$ cat config.mk
export PLATFORM = sky130hd
export DESIGN_NAME = lua_string_comment_scanner_core
export DESIGN_NICKNAME = d
export VERILOG_FILES = /design/src/hdl/lsc_pkg.sv /design/src/hdl/lsc_front.sv /design/src/hdl/lsc_queue.sv /design/src/hdl/lsc_back.sv /design/src/hdl/lua_string_comment_scanner_core.sv
export SDC_FILE = /design/constraint.sdc
export NUM_CORES = 1
export LEC_CHECK = 0
export BUFFER_PORTS_ARGS = -buffer_cell sky130_fd_sc_hd__buf_4
export CAP_MARGIN = 25
export CORE_MARGIN = 8
export CORE_UTILIZATION = 29
export CTS_BUF_LIST = sky130_fd_sc_hd__clkbuf_4
export DETAILED_ROUTE_END_ITERATION = 7
export PLACE_DENSITY_LB_ADDON = 0.05
export SYNTH_ARGS = -nofsm -noshare
export SYNTH_HDL_FRONTEND = slang
export SYNTH_SLANG_ARGS = --single-unit
$ cat constraint.sdc
create_clock -name clk -period 6.1 [get_ports clk]
set_input_delay 0.915 -clock clk [delete_from_list [all_inputs] [get_ports clk]]
set_output_delay 0.915 -clock clk [all_outputs]
set_load 0.05 [all_outputs]
$ cat src/hdl/lsc_pkg.sv
// ----------------------------------------------------------------------------
// lsc_pkg: shared types and constants of the Lua string and comment scanner
// Scanner modes, class codes, result codes, burst descriptor and characters.
// ----------------------------------------------------------------------------
package lsc_pkg;

    localparam int MAX_LEVEL_DEFAULT   = 14;
    localparam int QUEUE_DEPTH_DEFAULT = 4;

    localparam logic [7:0] CH_LBRACKET = 8'h5B;
    localparam logic [7:0] CH_RBRACKET = 8'h5D;
    localparam logic [7:0] CH_EQUALS   = 8'h3D;
    localparam logic [7:0] CH_DASH     = 8'h2D;
    localparam logic [7:0] CH_DQUOTE   = 8'h22;
    localparam logic [7:0] CH_SQUOTE   = 8'h27;
    localparam logic [7:0] CH_BSLASH   = 8'h5C;
    localparam logic [7:0] CH_NONE     = 8'h00;

    typedef enum logic [3:0] {
        MODE_NORMAL       = 4'd0,
        MODE_DASH         = 4'd1,
        MODE_BRACKET      = 4'd2,
        MODE_QUOTE        = 4'd3,
        MODE_DASHDASH     = 4'd4,
        MODE_CBRACKET     = 4'd5,
        MODE_LINE_COMMENT = 4'd6,
        MODE_LONG_COMMENT = 4'd7,
        MODE_LONG_STRING  = 4'd8
    } mode_t;

    typedef enum logic [1:0] {
        CLS_CODE    = 2'd0,
        CLS_STRING  = 2'd1,
        CLS_COMMENT = 2'd2
    } class_t;

    typedef enum logic [1:0] {
        OPEN_NONE    = 2'd0,
        OPEN_COMMENT = 2'd1,
        OPEN_STRING  = 2'd2
    } open_t;

    typedef enum logic {
        CMD_CHAR = 1'b0,
        CMD_EOL  = 1'b1
    } cmd_t;

    typedef enum logic {
        RES_CHAR = 1'b0,
        RES_LINE = 1'b1
    } res_kind_t;

    // Prefix of a burst: bytes held back earlier and released by this item
    typedef enum logic [2:0] {
        PRE_NONE      = 3'd0,
        PRE_DASH_CODE = 3'd1,
        PRE_DASH_PAIR = 3'd2,
        PRE_OPEN_CODE = 3'd3,
        PRE_OPEN_STR  = 3'd4
    } pre_t;

    // One queued burst; the '=' count of an opener travels beside it
    typedef struct packed {
        pre_t       pre;
        logic       tail_en;
        res_kind_t  tail_kind;
        logic [7:0] tail_ch;
        class_t     tail_cls;
        open_t      tail_open;
        logic [3:0] tail_lvl;
    } desc_t;

    // Outcome of scanning one byte in normal code mode
    typedef struct packed {
        logic   emit;
        class_t cls;
        mode_t  mode;
        logic   set_quote;
        logic   quote_dbl;
        logic   clr_oe;
    } norm_t;

endpackage

$ cat src/hdl/lsc_front.sv
// ----------------------------------------------------------------------------
// lsc_front: scanner state and item classification
// Tracks the Lua lexer mode and turns each item into one burst descriptor.
// ----------------------------------------------------------------------------
module lsc_front
    import lsc_pkg::*;
#(
    parameter int MAX_LEVEL = MAX_LEVEL_DEFAULT,
    localparam int LW = $clog2(MAX_LEVEL + 2)
)
(
    input  logic          clk,
    input  logic          rst_n,
    input  logic          in_valid,
    output logic          in_ready,
    input  logic          cmd,
    input  logic [7:0]    char_code,
    input  logic          q_ready,
    output logic          push,
    output desc_t         desc,
    output logic [LW-1:0] eq_count
);

    mode_t         mode_reg, mode_next;
    logic          quote_dbl_reg, quote_dbl_next;
    logic          esc_reg, esc_next;
    logic [LW-1:0] oe_reg, oe_next;
    logic [LW-1:0] level_reg, level_next;
    logic [LW-1:0] ce_reg, ce_next;
    logic          armed_reg, armed_next;
    logic          accept;
    logic          desc_nonempty;
    norm_t         norm;

    function automatic norm_t scan_normal(input logic [7:0] ch);
        norm_t r;
        r = '{emit: 1'b1, cls: CLS_CODE, mode: MODE_NORMAL,
              set_quote: 1'b0, quote_dbl: 1'b0, clr_oe: 1'b0};
        if (ch == CH_SQUOTE || ch == CH_DQUOTE)
        begin
            r.cls       = CLS_STRING;
            r.mode      = MODE_QUOTE;
            r.set_quote = 1'b1;
            r.quote_dbl = (ch == CH_DQUOTE);
        end
        else if (ch == CH_DASH)
        begin
            r.emit = 1'b0;
            r.mode = MODE_DASH;
        end
        else if (ch == CH_LBRACKET)
        begin
            r.emit   = 1'b0;
            r.mode   = MODE_BRACKET;
            r.clr_oe = 1'b1;
        end
        return r;
    endfunction

    assign norm     = scan_normal(char_code);
    assign in_ready = q_ready;
    assign accept   = in_valid && q_ready;

    // Next state
    always_comb
    begin
        mode_next      = mode_reg;
        quote_dbl_next = quote_dbl_reg;
        esc_next       = esc_reg;
        oe_next        = oe_reg;
        level_next     = level_reg;
        ce_next        = ce_reg;
        armed_next     = armed_reg;
        if (cmd == CMD_EOL)
        begin
            if (mode_reg != MODE_LONG_COMMENT && mode_reg != MODE_LONG_STRING)
            begin
                mode_next = MODE_NORMAL;
            end
            esc_next   = 1'b0;
            oe_next    = '0;
            ce_next    = '0;
            armed_next = 1'b0;
        end
        else
        begin
            case (mode_reg)
                MODE_DASH:
                begin
                    if (char_code == CH_DASH)
                    begin
                        mode_next = MODE_DASHDASH;
                    end
                    else
                    begin
                        mode_next = norm.mode;
                        if (norm.set_quote)
                        begin
                            quote_dbl_next = norm.quote_dbl;
                            esc_next       = 1'b0;
                        end
                        if (norm.clr_oe)
                        begin
                            oe_next = '0;
                        end
                    end
                end
                MODE_BRACKET:
                begin
                    if (char_code == CH_EQUALS && oe_reg < LW'(MAX_LEVEL))
                    begin
                        oe_next = oe_reg + LW'(1);
                    end
                    else if (char_code == CH_LBRACKET)
                    begin
                        mode_next  = MODE_LONG_STRING;
                        level_next = oe_reg;
                        armed_next = 1'b0;
                        ce_next    = '0;
                        oe_next    = '0;
                    end
                    else
                    begin
                        oe_next   = '0;
                        mode_next = norm.mode;
                        if (norm.set_quote)
                        begin
                            quote_dbl_next = norm.quote_dbl;
                            esc_next       = 1'b0;
                        end
                    end
                end
                MODE_QUOTE:
                begin
                    if (char_code == (quote_dbl_reg ? CH_DQUOTE : CH_SQUOTE) && !esc_reg)
                    begin
                        mode_next = MODE_NORMAL;
                        esc_next  = 1'b0;
                    end
                    else
                    begin
                        esc_next = (char_code == CH_BSLASH) && !esc_reg;
                    end
                end
                MODE_DASHDASH:
                begin
                    if (char_code == CH_LBRACKET)
                    begin
                        oe_next   = '0;
                        mode_next = MODE_CBRACKET;
                    end
                    else
                    begin
                        mode_next = MODE_LINE_COMMENT;
                    end
                end
                MODE_CBRACKET:
                begin
                    if (char_code == CH_EQUALS && oe_reg < LW'(MAX_LEVEL))
                    begin
                        oe_next = oe_reg + LW'(1);
                    end
                    else if (char_code == CH_LBRACKET)
                    begin
                        mode_next  = MODE_LONG_COMMENT;
                        level_next = oe_reg;
                        armed_next = 1'b0;
                        ce_next    = '0;
                        oe_next    = '0;
                    end
                    else
                    begin
                        oe_next   = '0;
                        mode_next = MODE_LINE_COMMENT;
                    end
                end
                MODE_LINE_COMMENT:
                begin
                    mode_next = MODE_LINE_COMMENT;
                end
                MODE_LONG_COMMENT, MODE_LONG_STRING:
                begin
                    if (char_code == CH_RBRACKET)
                    begin
                        ce_next = '0;
                        if (armed_reg && ce_reg == level_reg)
                        begin
                            armed_next = 1'b0;
                            mode_next  = MODE_NORMAL;
                        end
                        else
                        begin
                            armed_next = 1'b1;
                        end
                    end
                    else if (char_code == CH_EQUALS && armed_reg)
                    begin
                        // saturate one above the deepest level: never matches
                        if (ce_reg <= LW'(MAX_LEVEL))
                        begin
                            ce_next = ce_reg + LW'(1);
                        end
                    end
                    else
                    begin
                        armed_next = 1'b0;
                        ce_next    = '0;
                    end
                end
                default:
                begin
                    mode_next = norm.mode;
                    if (norm.set_quote)
                    begin
                        quote_dbl_next = norm.quote_dbl;
                        esc_next       = 1'b0;
                    end
                    if (norm.clr_oe)
                    begin
                        oe_next = '0;
                    end
                end
            endcase
        end
    end

    // Burst descriptor for the current item
    always_comb
    begin
        desc = '{pre: PRE_NONE, tail_en: 1'b0, tail_kind: RES_CHAR, tail_ch: char_code,
                 tail_cls: CLS_CODE, tail_open: OPEN_NONE, tail_lvl: 4'd0};
        eq_count = oe_reg;
        if (cmd == CMD_EOL)
        begin
            if (mode_reg == MODE_DASH)
            begin
                desc.pre = PRE_DASH_CODE;
            end
            else if (mode_reg == MODE_BRACKET)
            begin
                desc.pre = PRE_OPEN_CODE;
            end
            desc.tail_en   = 1'b1;
            desc.tail_kind = RES_LINE;
            desc.tail_ch   = CH_NONE;
            if (mode_reg == MODE_LONG_COMMENT)
            begin
                desc.tail_open = OPEN_COMMENT;
                desc.tail_lvl  = 4'(level_reg);
            end
            else if (mode_reg == MODE_LONG_STRING)
            begin
                desc.tail_open = OPEN_STRING;
                desc.tail_lvl  = 4'(level_reg);
            end
        end
        else
        begin
            case (mode_reg)
                MODE_DASH:
                begin
                    if (char_code == CH_DASH)
                    begin
                        desc.pre = PRE_DASH_PAIR;
                    end
                    else
                    begin
                        desc.pre      = PRE_DASH_CODE;
                        desc.tail_en  = norm.emit;
                        desc.tail_cls = norm.cls;
                    end
                end
                MODE_BRACKET:
                begin
                    if (char_code == CH_EQUALS && oe_reg < LW'(MAX_LEVEL))
                    begin
                        desc.pre = PRE_NONE;
                    end
                    else if (char_code == CH_LBRACKET)
                    begin
                        desc.pre = PRE_OPEN_STR;
                    end
                    else
                    begin
                        desc.pre      = PRE_OPEN_CODE;
                        desc.tail_en  = norm.emit;
                        desc.tail_cls = norm.cls;
                    end
                end
                MODE_QUOTE:
                begin
                    desc.tail_en  = 1'b1;
                    desc.tail_cls = CLS_STRING;
                end
                MODE_DASHDASH, MODE_CBRACKET, MODE_LINE_COMMENT, MODE_LONG_COMMENT:
                begin
                    desc.tail_en  = 1'b1;
                    desc.tail_cls = CLS_COMMENT;
                end
                MODE_LONG_STRING:
                begin
                    desc.tail_en  = 1'b1;
                    desc.tail_cls = CLS_STRING;
                end
                default:
                begin
                    desc.tail_en  = norm.emit;
                    desc.tail_cls = norm.cls;
                end
            endcase
        end
    end

    assign desc_nonempty = (desc.pre != PRE_NONE) || desc.tail_en;
    assign push          = accept && desc_nonempty;

    always_ff @(posedge clk or negedge rst_n)
    begin
        if (!rst_n)
        begin
            mode_reg      <= MODE_NORMAL;
            quote_dbl_reg <= 1'b0;
            esc_reg       <= 1'b0;
            oe_reg        <= '0;
            level_reg     <= '0;
            ce_reg        <= '0;
            armed_reg     <= 1'b0;
        end
        else if (accept)
        begin
            mode_reg      <= mode_next;
            quote_dbl_reg <= quote_dbl_next;
            esc_reg       <= esc_next;
            oe_reg        <= oe_next;
            level_reg     <= level_next;
            ce_reg        <= ce_next;
            armed_reg     <= armed_next;
        end
    end

endmodule

$ cat src/hdl/lsc_queue.sv
// ----------------------------------------------------------------------------
// lsc_queue: short descriptor queue between scanner and expander
// Register-based ring buffer; head is read at the read pointer.
// ----------------------------------------------------------------------------
module lsc_queue
    import lsc_pkg::*;
#(
    parameter int DEPTH = QUEUE_DEPTH_DEFAULT,
    parameter int WIDTH = 8,
    localparam int PW = (DEPTH > 1) ? $clog2(DEPTH) : 1,
    localparam int CW = $clog2(DEPTH + 1)
)
(
    input  logic             clk,
    input  logic             rst_n,
    input  logic             push,
    input  logic [WIDTH-1:0] wdata,
    output logic             ready,
    input  logic             pop,
    output logic [WIDTH-1:0] rdata,
    output logic             valid
);

    logic [WIDTH-1:0] slot_reg [DEPTH];
    logic [PW-1:0]    wr_ptr_reg, rd_ptr_reg;
    logic [CW-1:0]    count_reg;

    assign ready = (count_reg != CW'(DEPTH));
    assign valid = (count_reg != '0);
    assign rdata = slot_reg[rd_ptr_reg];

    always_ff @(posedge clk)
    begin
        if (push)
        begin
            slot_reg[wr_ptr_reg] <= wdata;
        end
    end

    always_ff @(posedge clk or negedge rst_n)
    begin
        if (!rst_n)
        begin
            wr_ptr_reg <= '0;
            rd_ptr_reg <= '0;
            count_reg  <= '0;
        end
        else
        begin
            if (push)
            begin
                wr_ptr_reg <= (wr_ptr_reg == PW'(DEPTH - 1)) ? '0 : wr_ptr_reg + PW'(1);
            end
            if (pop)
            begin
                rd_ptr_reg <= (rd_ptr_reg == PW'(DEPTH - 1)) ? '0 : rd_ptr_reg + PW'(1);
            end
            if (push && !pop)
            begin
                count_reg <= count_reg + CW'(1);
            end
            else if (pop && !push)
            begin
                count_reg <= count_reg - CW'(1);
            end
        end
    end

    a_no_overflow: assert property (@(posedge clk) disable iff (!rst_n)
        push |-> ready)
        else $error("queue written while full");

    a_no_underflow: assert property (@(posedge clk) disable iff (!rst_n)
        pop |-> valid)
        else $error("queue read while empty");

endmodule

$ cat src/hdl/lsc_back.sv
// ----------------------------------------------------------------------------
// lsc_back: burst expander and output register
// Walks a descriptor into the output stage, a result per cycle unless stalled.
// ----------------------------------------------------------------------------
module lsc_back
    import lsc_pkg::*;
#(
    parameter int MAX_LEVEL = MAX_LEVEL_DEFAULT,
    localparam int LW = $clog2(MAX_LEVEL + 2)
)
(
    input  logic          clk,
    input  logic          rst_n,
    input  logic          q_valid,
    input  desc_t         q_desc,
    input  logic [LW-1:0] q_eq,
    output logic          q_pop,
    output logic          out_valid,
    input  logic          out_ready,
    output logic          result_kind,
    output logic [7:0]    out_char,
    output logic [1:0]    char_class,
    output logic [1:0]    open_kind,
    output logic [3:0]    open_level,
    output logic          last
);

    logic          out_valid_reg;
    logic [LW-1:0] idx_reg, idx_next;
    logic [LW:0]   pre_len;
    logic [LW:0]   total;
    logic [LW-1:0] last_idx;
    logic          is_last;
    logic          in_tail;
    logic          load;
    res_kind_t     kind_cur;
    logic [7:0]    ch_cur;
    class_t        cls_cur;
    open_t         open_cur;
    logic [3:0]    lvl_cur;
    res_kind_t     kind_reg;
    logic [7:0]    ch_reg;
    class_t        cls_reg;
    open_t         open_reg;
    logic [3:0]    lvl_reg;
    logic          last_reg;

    // Burst length: held-back prefix, then the optional tail result
    always_comb
    begin
        case (q_desc.pre)
            PRE_NONE:      pre_len = '0;
            PRE_DASH_CODE: pre_len = (LW + 1)'(1);
            PRE_DASH_PAIR: pre_len = (LW + 1)'(2);
            PRE_OPEN_CODE: pre_len = {1'b0, q_eq} + (LW + 1)'(1);
            PRE_OPEN_STR:  pre_len = {1'b0, q_eq} + (LW + 1)'(2);
            default:       pre_len = '0;
        endcase
    end

    assign total    = pre_len + (LW + 1)'(q_desc.tail_en);
    assign last_idx = LW'(total - (LW + 1)'(1));
    assign is_last  = (idx_reg == last_idx);
    assign in_tail  = ({1'b0, idx_reg} >= pre_len);
    assign load     = !out_valid_reg || out_ready;
    assign q_pop    = load && q_valid && is_last;

    // Result at the current burst position
    always_comb
    begin
        kind_cur = RES_CHAR;
        ch_cur   = CH_EQUALS;
        cls_cur  = CLS_CODE;
        open_cur = OPEN_NONE;
        lvl_cur  = 4'd0;
        if (in_tail)
        begin
            kind_cur = q_desc.tail_kind;
            ch_cur   = q_desc.tail_ch;
            if (q_desc.tail_kind == RES_LINE)
            begin
                open_cur = q_desc.tail_open;
                lvl_cur  = q_desc.tail_lvl;
            end
            else
            begin
                cls_cur = q_desc.tail_cls;
            end
        end
        else
        begin
            case (q_desc.pre)
                PRE_DASH_CODE:
                begin
                    ch_cur = CH_DASH;
                end
                PRE_DASH_PAIR:
                begin
                    ch_cur  = CH_DASH;
                    cls_cur = CLS_COMMENT;
                end
                PRE_OPEN_CODE:
                begin
                    ch_cur = (idx_reg == '0) ? CH_LBRACKET : CH_EQUALS;
                end
                PRE_OPEN_STR:
                begin
                    cls_cur = CLS_STRING;
                    if (idx_reg == '0 || {1'b0, idx_reg} == {1'b0, q_eq} + (LW + 1)'(1))
                    begin
                        ch_cur = CH_LBRACKET;
                    end
                end
                default:
                begin
                    ch_cur = CH_EQUALS;
                end
            endcase
        end
    end

    always_comb
    begin
        idx_next = idx_reg;
        if (load && q_valid)
        begin
            idx_next = is_last ? '0 : idx_reg + LW'(1);
        end
    end

    always_ff @(posedge clk or negedge rst_n)
    begin
        if (!rst_n)
        begin
            out_valid_reg <= 1'b0;
            idx_reg       <= '0;
        end
        else
        begin
            idx_reg <= idx_next;
            if (load)
            begin
                out_valid_reg <= q_valid;
            end
        end
    end

    always_ff @(posedge clk)
    begin
        if (load && q_valid)
        begin
            kind_reg <= kind_cur;
            ch_reg   <= ch_cur;
            cls_reg  <= cls_cur;
            open_reg <= open_cur;
            lvl_reg  <= lvl_cur;
            last_reg <= is_last;
        end
    end

    assign out_valid   = out_valid_reg;
    assign result_kind = kind_reg;
    assign out_char    = ch_reg;
    assign char_class  = cls_reg;
    assign open_kind   = open_reg;
    assign open_level  = lvl_reg;
    assign last        = last_reg;

    a_idx_in_burst: assert property (@(posedge clk) disable iff (!rst_n)
        q_valid |-> (idx_reg <= last_idx))
        else $error("burst position past end of descriptor");

    a_idx_idle: assert property (@(posedge clk) disable iff (!rst_n)
        !q_valid |-> (idx_reg == '0))
        else $error("burst position not cleared while queue empty");

    a_report_closes: assert property (@(posedge clk) disable iff (!rst_n)
        (out_valid_reg && kind_reg == RES_LINE) |-> last_reg)
        else $error("line end report not flagged as final result");

endmodule

$ cat src/hdl/lua_string_comment_scanner_core.sv
// ----------------------------------------------------------------------------
// lua_string_comment_scanner_core: Lua string and comment classifier
// Classes each source byte as code, string or comment and reports open
// long brackets at every line end.
// ----------------------------------------------------------------------------
// Feed one byte per item (cmd = 0) and an end-of-line item (cmd = 1) after
// each line. The front scanner takes one item every cycle while the queue has
// room, tracks quotes, escapes, dash-dash comments and long brackets of up to
// MAX_LEVEL '=' signs, and writes one burst descriptor per item that yields
// results. The back expander emits one result per cycle from the queue head
// while out_ready is high. An item yields one result for most bytes, two for
// "--" or a lone dash before a byte, and up to MAX_LEVEL + 2 (16 by default)
// when a long-string opener is released. The sustained rate is therefore one
// item per cycle on ordinary text while out_ready is high, set by the one
// result per cycle of the expander; the QUEUE_DEPTH-entry queue absorbs short
// bursts before in_ready drops. Descriptors are registered in queue slots and
// results in the output register. Bytes that are held back (a dash, or a '['
// opener still being read) produce nothing until the byte that decides them
// arrives; the final result of every item carries last = 1.
// ----------------------------------------------------------------------------
module lua_string_comment_scanner_core
    import lsc_pkg::*;
#(
    parameter int MAX_LEVEL   = MAX_LEVEL_DEFAULT,
    parameter int QUEUE_DEPTH = QUEUE_DEPTH_DEFAULT,
    localparam int LW = $clog2(MAX_LEVEL + 2),
    localparam int QW = $bits(desc_t) + LW
)
(
    input  logic       clk,
    input  logic       rst_n,
    input  logic       in_valid,
    output logic       in_ready,
    input  logic       cmd,
    input  logic [7:0] char_code,
    output logic       out_valid,
    input  logic       out_ready,
    output logic       result_kind,
    output logic [7:0] out_char,
    output logic [1:0] char_class,
    output logic [1:0] open_kind,
    output logic [3:0] open_level,
    output logic       last
);

    // front to queue
    logic          f_push;
    desc_t         f_desc;
    logic [LW-1:0] f_eq;
    logic          q_ready;

    // queue to back
    logic          q_valid;
    logic          q_pop;
    logic [QW-1:0] q_rdata;
    desc_t         h_desc;
    logic [LW-1:0] h_eq;

    // Classify items and hold the lexer mode
    lsc_front #(
        .MAX_LEVEL (MAX_LEVEL)
    ) u_front (
        .clk       (clk),
        .rst_n     (rst_n),
        .in_valid  (in_valid),
        .in_ready  (in_ready),
        .cmd       (cmd),
        .char_code (char_code),
        .q_ready   (q_ready),
        .push      (f_push),
        .desc      (f_desc),
        .eq_count  (f_eq)
    );

    // Decouple the scanner from output stalls and bursts
    lsc_queue #(
        .DEPTH (QUEUE_DEPTH),
        .WIDTH (QW)
    ) u_queue (
        .clk   (clk),
        .rst_n (rst_n),
        .push  (f_push),
        .wdata ({f_desc, f_eq}),
        .ready (q_ready),
        .pop   (q_pop),
        .rdata (q_rdata),
        .valid (q_valid)
    );

    assign {h_desc, h_eq} = q_rdata;

    // Expand each burst into results, one per cycle unless the output stalls
    lsc_back #(
        .MAX_LEVEL (MAX_LEVEL)
    ) u_back (
        .clk         (clk),
        .rst_n       (rst_n),
        .q_valid     (q_valid),
        .q_desc      (h_desc),
        .q_eq        (h_eq),
        .q_pop       (q_pop),
        .out_valid   (out_valid),
        .out_ready   (out_ready),
        .result_kind (result_kind),
        .out_char    (out_char),
        .char_class  (char_class),
        .open_kind   (open_kind),
        .open_level  (open_level),
        .last        (last)
    );

endmodule
======== Yosys cells after proc, flatten, opt, wreduce, memory -nomap -nowiden ========
Memory sizes are Yosys's and may differ from the RTL's.
Index checks and enable logic that the tools add are counted.
word-level totals
  memories ................................ 1
  memory bits (writable) .................. 100
  input bits .............................. 13
  word-level logic and storage cells ...... 213
  flip-flop bits (word level) ............. 49
memory list
  name              depth  width  read ports  clocked after Yosys merged registers in  write ports  line             text
  u_queue.slot_reg  4      25     1           0                                        1            lsc_queue.sv:24  logic [WIDTH-1:0] slot_reg [DEPTH];
cells by class
  bitwise operators ....................... 3
  $lt $le $gt $ge ......................... 3
  multiplexer cells ....................... 90
  equal/unequal tests ..................... 46
  add/sub/neg operators ................... 11
  reduce and logical (&&, ||, !) cells .... 41
operators with widths
  kind                   number
  $mux W4                23
  $eq A8 B6 Y1 const B   4
  $mux W1                31
  $pmux W4 S7            1
  $eq A8 B7 Y1 const B   3
  $pmux W8 S3            1
  $mux W2                11
  $pmux W5 S4            1
  $reduce_and A5 Y1      4
  $mux W3                6
  $mux W6                3
  $ne A3 B3 Y1 const B   6
  $eq A4 B3 Y1 const B   4
  $pmux W4 S4            1
  $mux W7                2
  $add A4 B1 Y4 const B  3
  $logic_and A1 B1 Y1    12
  $ne A3 B2 Y1 const B   4
  $mux W9                1
  $reduce_bool A3 Y1     3
  $eq A4 B2 Y1 const B   2
  $eq A4 B4 Y1           2
  $eq A8 B8 Y1           1
  $mux W8                1
  43 further kinds       64

======== Logic depth before layout (Yosys ltp) ========
Gate-level depths: netlist of run 1.
  word-level depth ........................ 15
  gate-level depth with buffers ........... 19
  mapped depth without buffers ............ 17

======== Hierarchy ========
Synthesis of run 1 repeated with hierarchy kept, for this count alone.
unflattened totals
  cells, all modules ...................... 526
  area, all modules ....................... 7385.8 um^2
modules (own cells, without submodules)
  module     sequential area each (um^2)  cells an instance  instances  area each (um^2)
  lsc_queue  3178.0                       169                1          4070.2
  lsc_front  475.5                        229                1          1886.8
  lsc_back   665.6                        128                1          1428.9

======== Worst setup path before layout of run 1 ========
Ideal clock, no wire load.
  path kind ............................... reg2reg
  start ................................... reg u_queue.rd_ptr_reg[0]
  end ..................................... reg u_queue.count_reg[1]
  buffers on the path ..................... 3
  stages on the path, launching flop included .. 18
  required time ........................... 5975 ps
  path slack .............................. 1557 ps
  arrival ................................. 4419 ps
  period minus slack after synthesis ...... 4543 ps
  cells stage by stage .................... dfrtp_1 > buf_6 > buf_1 > buf_1 > mux4_2 > inv_1 > ha_1 > ha_1 > xnor2_1 > nor3_1 > nand3_1 > or3_4 > a21oi_4 > inv_1 > ha_1 > inv_1 > fa_1 > mux2_2
between the ends
  cells in the longest elaborated chain, start to end .. 10
  elaborated cells between the ends (all ways) .. 17
  those cells by class .................... add/sub: 4; eq/ne: 5; mux: 2; reduce/logical: 5; memory: 1
ends and longest elaborated chain
  item                                           line             text
  from (decl)                                    lsc_queue.sv:25  logic [PW-1:0] wr_ptr_reg, rd_ptr_reg;
  from (signal assigned)                         lsc_queue.sv:56  rd_ptr_reg <= (rd_ptr_reg == PW'(DEPTH - 1)) ? '0 : rd_ptr_reg + PW'(1);
  $mem_v2 Z4 W25 (*)                             --
  $add A4 B2 Y5, or another cell as far along    lsc_back.sv:56   PRE_OPEN_STR: pre_len = {1'b0, q_eq} + (LW + 1)'(2);
  $pmux W5 S4                                    lsc_back.sv:51   case (q_desc.pre)
  $add A4 B1 Y4 (*)                              lsc_back.sv:61   assign total = pre_len + (LW + 1)'(q_desc.tail_en);
  $sub A4 B1 Y4 (*)                              lsc_back.sv:62   assign last_idx = LW'(total - (LW + 1)'(1));
  $eq A4 B4 Y1 (*)                               lsc_back.sv:63   assign is_last = (idx_reg == last_idx);
  $logic_and A1 B1 Y1 (*)                        lsc_back.sv:66   assign q_pop = load && q_valid && is_last;
  $logic_not A1 Y1                               lsc_queue.sv:58  if (push && !pop)
  $logic_and A1 B1 Y1                            lsc_queue.sv:58
  $mux W3 or $reduce_bool A2 Y1 (tied branches)  --
  to (signal assigned)                           lsc_queue.sv:60  count_reg <= count_reg + CW'(1);
  to (signal assigned)                           lsc_queue.sv:64  count_reg <= count_reg - CW'(1);
  to (decl)                                      lsc_queue.sv:26  logic [CW-1:0] count_reg;
Mark *: on every way between the ends. The rest lies on a longest branch, timed or not.
A chain may end at the register's enable or synchronous reset.

======== Final worst setup path of run 1 ========
  start ................................... reg u_queue.rd_ptr_reg[1]
  end ..................................... reg u_queue.count_reg[1]
The elaborated chain is that of the path after synthesis.

==> run_results.csv, run 1 <==
group,metric,value,unit
yosys,syn_area,7081,um2
worst_setup_path,r2r.worst_path.cells,15,
detailed_routing,wl_per_cell,19.02,um
yosys,synth_edf_count,118,
detailed_routing,drc,0,
cts,htreeDepth,4,
yosys,synth_cell_types,65,
run,cap_violations,0,
worst_setup_path,rrSetupSlack,1370,ps
timing,skew,33.80,ps
worst_setup_path,path_class,"reg -> reg",
worst_setup_path,crit_fanout,20,
timing,fin_setup_tns,0,ps
timing,setup_viol,0,
global_route,grt_pass1_wl,26630,um
floorplan,initial_core_util,29.29,%
cts,numCtsBuffers,17,
detailed_routing,wl,16740,um
cts,clockBufferDepth,2,
cts,post_cts_buffers,0,
cells_and_area,area_growth,13.55,%
floorplan,dieArea,29670,um2
detailed_routing,vias,4244,
detailed_routing,vias_per_cell,4.823,
yosys,syn_nets,536,
cells_and_area,finalNonFillerCells,880,
timing,maxSlewViolCount,0,
cells_and_area,drive_above_1_share,21.80,%
yosys,avgSynthCellArea,14.08,um2
global_route,grt_max_degree,34,
worst_setup_path,arrival,5200,ps
timing,post-route-period-util,77.59,%
yosys,synth_flop_cell,"edfxtp_1",
cells_and_area,nNetsFinal,575,
timing,rsz0062_at_grt,"false",
yosys,async_reset_ff_share,20.81,%
yosys,synth_cells,503,
floorplan,core_area,24180,um2
cts,clockRootBuffer,"clkbuf_4",
placed_design,gp_congestion,0.7576,
cts,tritoncts,"built",
timing,tightest_slew,998.4,ps
floorplan,pin_count,33,
placed_design,dpl.hpwl,11530,um
floorplan,die_w,172.3,um
placed_design,dp_slack,1308,ps
worst_setup_path,worstReg2RegEnd,"u_queue.count_reg[1]",
timing,max_freq,211.3,MHz
worst_hold_path,holdCritPathClass,"in -> async",
yosys,synth_seq_area_share,61.00,%
timing,setup_slack,1367,ps
global_route,antenna_found_initial,1,
floorplan,row_count,57,
placed_design,dp_cells,847,
detailed_routing,first_pass_iters,4,
cells_and_area,largest_reg_flops,100,
floorplan,fp.dieH,172.3,um
worst_setup_path,cp_data_required_time,6570,ps
worst_setup_path,critPathCaptureType,"flip-flop",
run_status,outcome,"finished clean",
cts,cts_resized,0,
timing,relSlewSlack,33.44,%
timing,hold_viol,0,
cts,cts_sinks,149,
cells_and_area,fin_util,33.26,%
worst_setup_path,crit_path_start_kind,"flip-flop",
cts,hold_buffers,0,
pwr,p_per_area,471.0,nW/um2
detailed_routing,drt-initial-drc-count,309,
placed_design,io_buffers,32,
pwr,p_leak,2.951,nW
timing,fin_crit,4733,ps
cts,clk_latency,570,ps
global_route,grt_overflow,0,
yosys,ys_warn_count,0,
pwr,ir_worst_vdd,0.1516,mV
yosys,ys_ff_latch,149,
global_route,track_usage,12.03,%
global_route,grt_pass1_vias,4493,
cts,clkSlewWorstSetupHoldPaths,170,ps
worst_setup_path,r2r-start,"u_queue.rd_ptr_reg[1]",
detailed_routing,postRouteAntennaNets,0,
## per-stage QoR
| stage | cell area, um2 | power, W | hold slack [ps] |
|---|---|---|---|
| floorplan | 7081 | 0.002721 | 456.0 |
| global placement | 7705 | 0.003203 | 477.9 |
| detailed placement | 7705 | 0.003210 | 488.3 |
| CTS | 8038 | 0.003875 | 248.6 |
| global route | 8040 | 0.004069 | 250.7 |
| finish | 8040 | 0.003787 | 264.3 |
## per-layer routing
layer	share of wire [%]	GRT usage, %	vias to the layer above	routed length (um)
met1	49	16.03	2175	8118
li1	-	-	2015	-
met2	48	19.58	46	8032
met3	2.7	2.603	8	446
met5	0	0	-	0
met4	0.82	3.148	0	138
## worst max path at each step
stage	end	from	cells past startpoint
after global placement	u_queue.count_reg[1]	u_queue.rd_ptr_reg[0]	15
after global routing	u_queue.count_reg[1]	u_queue.rd_ptr_reg[0]	15
after floorplan	u_queue.count_reg[1]	u_queue.rd_ptr_reg[0]	17
after CTS	u_queue.count_reg[1]	u_queue.rd_ptr_reg[0]	15
final	u_queue.count_reg[1]	u_queue.rd_ptr_reg[1]	15
after detailed placement	u_queue.count_reg[1]	u_queue.rd_ptr_reg[0]	15
## cells in the final DEF, fill, tap and decap left out, drive strengths merged, types with 9 or more instances in the layout
cell type	instances
clkinv	11
xnor2	11
and2	14
dfrtp	31
buf	37
a21oi	11
clkbuf	17
inv	28
mux2	12
nor3	12
xor2	9
ha	19
nor2b	14
edfxtp	118
mux4	25
nand2	28
o21ai	15
nor2	29
## power by group
| part | switching [W] | total (W) | internal [W] |
|---|---|---|---|
| logic | 0.000948 | 0.00159 | 0.000638 |
| clock network | 0.000455 | 0.000655 | 0.000200 |
| registers | 0.000156 | 0.00155 | 0.00139 |
| total | 0.00156 | 0.00379 | 0.00223 |
## area by class of cell
type	count	area, um2
antenna	1	2.502
tap	324	405.4
clock buffer	17	127.6
clock inverter	15	205.2
sequential	149	4320
inverter	25	93.84
timing repair buffer	37	277.8
fill	2414	16140
multi-input combinational	312	2608
## cells by family (layout without fill, tap and decap cells)
family | after synthesis | after routing | synth area share [%]
AOI/OAI and AO/OA | 86 | 86 | 8.836
xor gates and xnor gates | 20 | 20 | 2.474
adders and majority gates | 20 | 20 | 3.640
buffers and inverters | 42 | 94 | 2.333
DFF | 149 | 149 | 61.00
muxes | 39 | 39 | 10.14
other | 0 | 1 | 0
and+or+nand+nor | 147 | 147 | 11.57
## synth_stat cells, types with 4 or more instances
master / count / area [um2]
a31oi_1: 6 / 37.54
inv_1: 24 / 90.09
edfxtp_1: 118 / 3543
a21oi_1: 10 / 50.05
ha_1: 19 / 237.7
dfrtp_1: 31 / 775.7
nand3_1: 7 / 35.03
nor2b_1: 14 / 87.58
xnor2_1: 11 / 96.34
mux4_2: 25 / 563.0
o21ai_0: 15 / 75.07
and2_1: 14 / 87.58
nand2b_1: 6 / 37.54
nand2_1: 28 / 105.1
a211oi_1: 5 / 37.54
nor3_1: 11 / 55.05
clkbuf_1: 14 / 52.55
nand3b_1: 6 / 45.04
o21a_1: 4 / 30.03
nor2_1: 29 / 108.9
and3_1: 8 / 50.05
a21o_1: 8 / 60.06
o22ai_1: 5 / 31.28
xor2_1: 9 / 78.83
mux2_2: 10 / 112.6
## worst max-delay path, cell delays in order (launching register included)
cell and delay, ps:
dfrtp_1 1030, mux4_2 520, nor3b_4 400, a22oi_1 160, ha_1 240, ha_1 290, xnor2_1 140, nor3_1 190
nand3_1 90, or3_4 370, a21oi_4 200, inv_1 70, ha_1 210, inv_1 80, fa_1 390, mux2_2 270
Note: power is estimated with default switching activity, not from simulation.
==> inputs of run 2 (changes only) <==
==> constraint.sdc (replaced) <==
create_clock -name clk -period 4.8 [get_ports clk]
set_input_delay 0.72 -clock clk [delete_from_list [all_inputs] [get_ports clk]]
set_output_delay 0.72 -clock clk [all_outputs]
set_load 0.05 [all_outputs]
==> run 2 against run 1 <==
Effect of this change:
- routed wire length down 1.9%
- worst setup slack worse by 990 ps
- global-route usage down 0.31 points
- clock power up 19%
==> run_results.csv, run 2 (same netlist as run 1, synthesis figures left out) <==
group,metric,value,unit
worst_setup_path,crit_path_start_kind,"flip-flop",
cells_and_area,drive_above_1_share,21.94,%
floorplan,pin_count,33,
cts,clockRootBuffer,"clkbuf_4",
detailed_routing,vias_per_cell,4.804,
worst_hold_path,holdCritPathClass,"in -> async",
cts,post_cts_buffers,0,
timing,tightest_slew,921.9,ps
detailed_routing,wl_per_cell,18.64,um
cts,numCtsBuffers,17,
run_status,outcome,"finished clean",
global_route,grt_pass1_wl,25880,um
timing,rsz0062_at_grt,"false",
worst_setup_path,critPathCaptureType,"flip-flop",
detailed_routing,first_pass_iters,4,
cts,tritoncts,"built",
placed_design,place_area,7712,um2
worst_setup_path,critical_path.slowest_cell,"mux4_2",
timing,max_freq,226.2,MHz
timing,fin_setup_tns,0,ps
worst_setup_path,slowest_delay,670,ps
timing,post-route-period-util,92.10,%
global_route,track_usage,11.72,%
worst_setup_path,cp_data_required_time,5260,ps
cells_and_area,n_fill_cell,2362,
cts,clkSlewWorstSetupHoldPaths,150,ps
cts,hold_buffers,0,
detailed_routing,postRouteAntennaNets,0,
worst_setup_path,crit_fanout,12,
cts,clk_latency,570,ps
pwr,p_leak,2.942,nW
timing,relSlewSlack,38.47,%
global_route,antenna_found_initial,1,
detailed_routing,vias,4232,
cts,htreeDepth,4,
pwr,p_per_area,597.7,nW/um2
cells_and_area,fin_area,7999,um2
timing,hold_viol,0,
floorplan,die_w,172.3,um
floorplan,row_count,57,
worst_setup_path,crit_family,"simple AND/OR/NAND/NOR gates",
timing,skew,45.09,ps
run,cap_violations,0,
detailed_routing,wl,16420,um
global_route,grt_max_degree,34,
cells_and_area,largest_reg_flops,100,
cells_and_area,most-common-layout-cells,"edfxtp_1 (118), buf_4 (38), dfrtp_1 (30)",
placed_design,dpl.hpwl,11090,um
timing,setup_viol,0,
worst_setup_path,path_class,"reg -> reg",
cells_and_area,area_growth,12.97,%
global_route,grt_overflow,0,
placed_design,io_buffers,32,
worst_setup_path,arrival,4880,ps
timing,fin_crit,4421,ps
timing,maxSlewViolCount,0,
detailed_routing,drc,0,
cts,clockBufferDepth,2,
cts,cts_resized,0,
detailed_routing,drt-initial-drc-count,242,
floorplan,core_area,24180,um2
global_route,grt_pass1_vias,4364,
cts,cts_sinks,149,
floorplan,fp.dieH,172.3,um
worst_setup_path,crit_path_cell_trace,"mux4_2 -> or3b_1 -> o22a_1 -> ha_1 -> xnor2_1 -> nor3_1 -> nand3_1 -> or3_4 -> a21oi_4 -> inv_1 -> ha_1 -> inv_1 -> fa_1 -> mux2_2",
floorplan,dieArea,29670,um2
worst_setup_path,r2r.worst_path.cells,14,
worst_setup_path,crit_cells,14,
floorplan,initial_core_util,29.29,%
cells_and_area,layout_commonest_cell,"edfxtp_1",
pwr,ir_worst_vdd,0.1752,mV
worst_setup_path,crit_buf_inv,2,
cells_and_area,nNetsFinal,576,
placed_design,gp_congestion,0.7950,
run 2: area by class of cell:
cell class	instances	area [um2]	area share [%]
clock buffer	17	127.6	1.595
antenna	1	2.502	0.03128
sequential	149	4320	54.01
tap	324	405.4	5.068
inverter	25	93.84	1.173
clock inverter	15	156.4	1.955
timing repair buffer	38	285.3	3.566
multi-input combinational	312	2608	32.60
run 2: final timing paths:
check,slack (ps),to,start
setup / recovery,380,u_queue.count_reg[1],u_queue.rd_ptr_reg[0]
hold / removal,90,u_back.idx_reg[3],rst_n
setup reg to reg,380,u_queue.count_reg[1],u_queue.rd_ptr_reg[0]
hold reg to reg,500,u_queue.count_reg[2],u_queue.count_reg[2]
max in group asynchronous,4350,u_front.mode_reg[1],rst_n
min in group clk,400,u_back.out_valid,out_ready
run 2: layer usage:
layer	up-vias	share of wire [%]	global-route usage, %
met5	-	0	0
met4	0	1.2	3.786
met3	14	2.9	2.626
met2	54	47	18.31
met1	2157	49	15.92
li1	2007	-	-
run 2: stage by stage:
step	utilization (%)	worst slack, ps	hold WS [ps]	total power, W	std cells
global route	33.08	141.6	54.40	0.005122	881
floorplan	-	256.8	424.4	0.003458	503
global placement	31.90	408.8	478.1	0.004079	848
detailed placement	31.90	355.6	476.1	0.004089	848
CTS	33.07	331.8	48.73	0.004879	880
finish	33.08	379.4	85.10	0.004781	881
run 2: where the power goes:
part | switching [W] | internal, W | total [W]
sequential | 0.000152 | 0.00177 | 0.00192
combinational | 0.00127 | 0.000813 | 0.00208
clock | 0.000544 | 0.000238 | 0.000782
total | 0.00196 | 0.00282 | 0.00478
run 2: worst reg2reg max path, cell delays in order (launching register included):
cell     delay [ps]
dfrtp_2         610
mux4_2          670
or3b_1          470
o22a_1          250
ha_1            300
xnor2_1         150
nor3_1          200
nand3_1         100
or3_4           370
a21oi_4         200
inv_1            60
ha_1            210
inv_1            90
fa_1            390
mux2_2          260
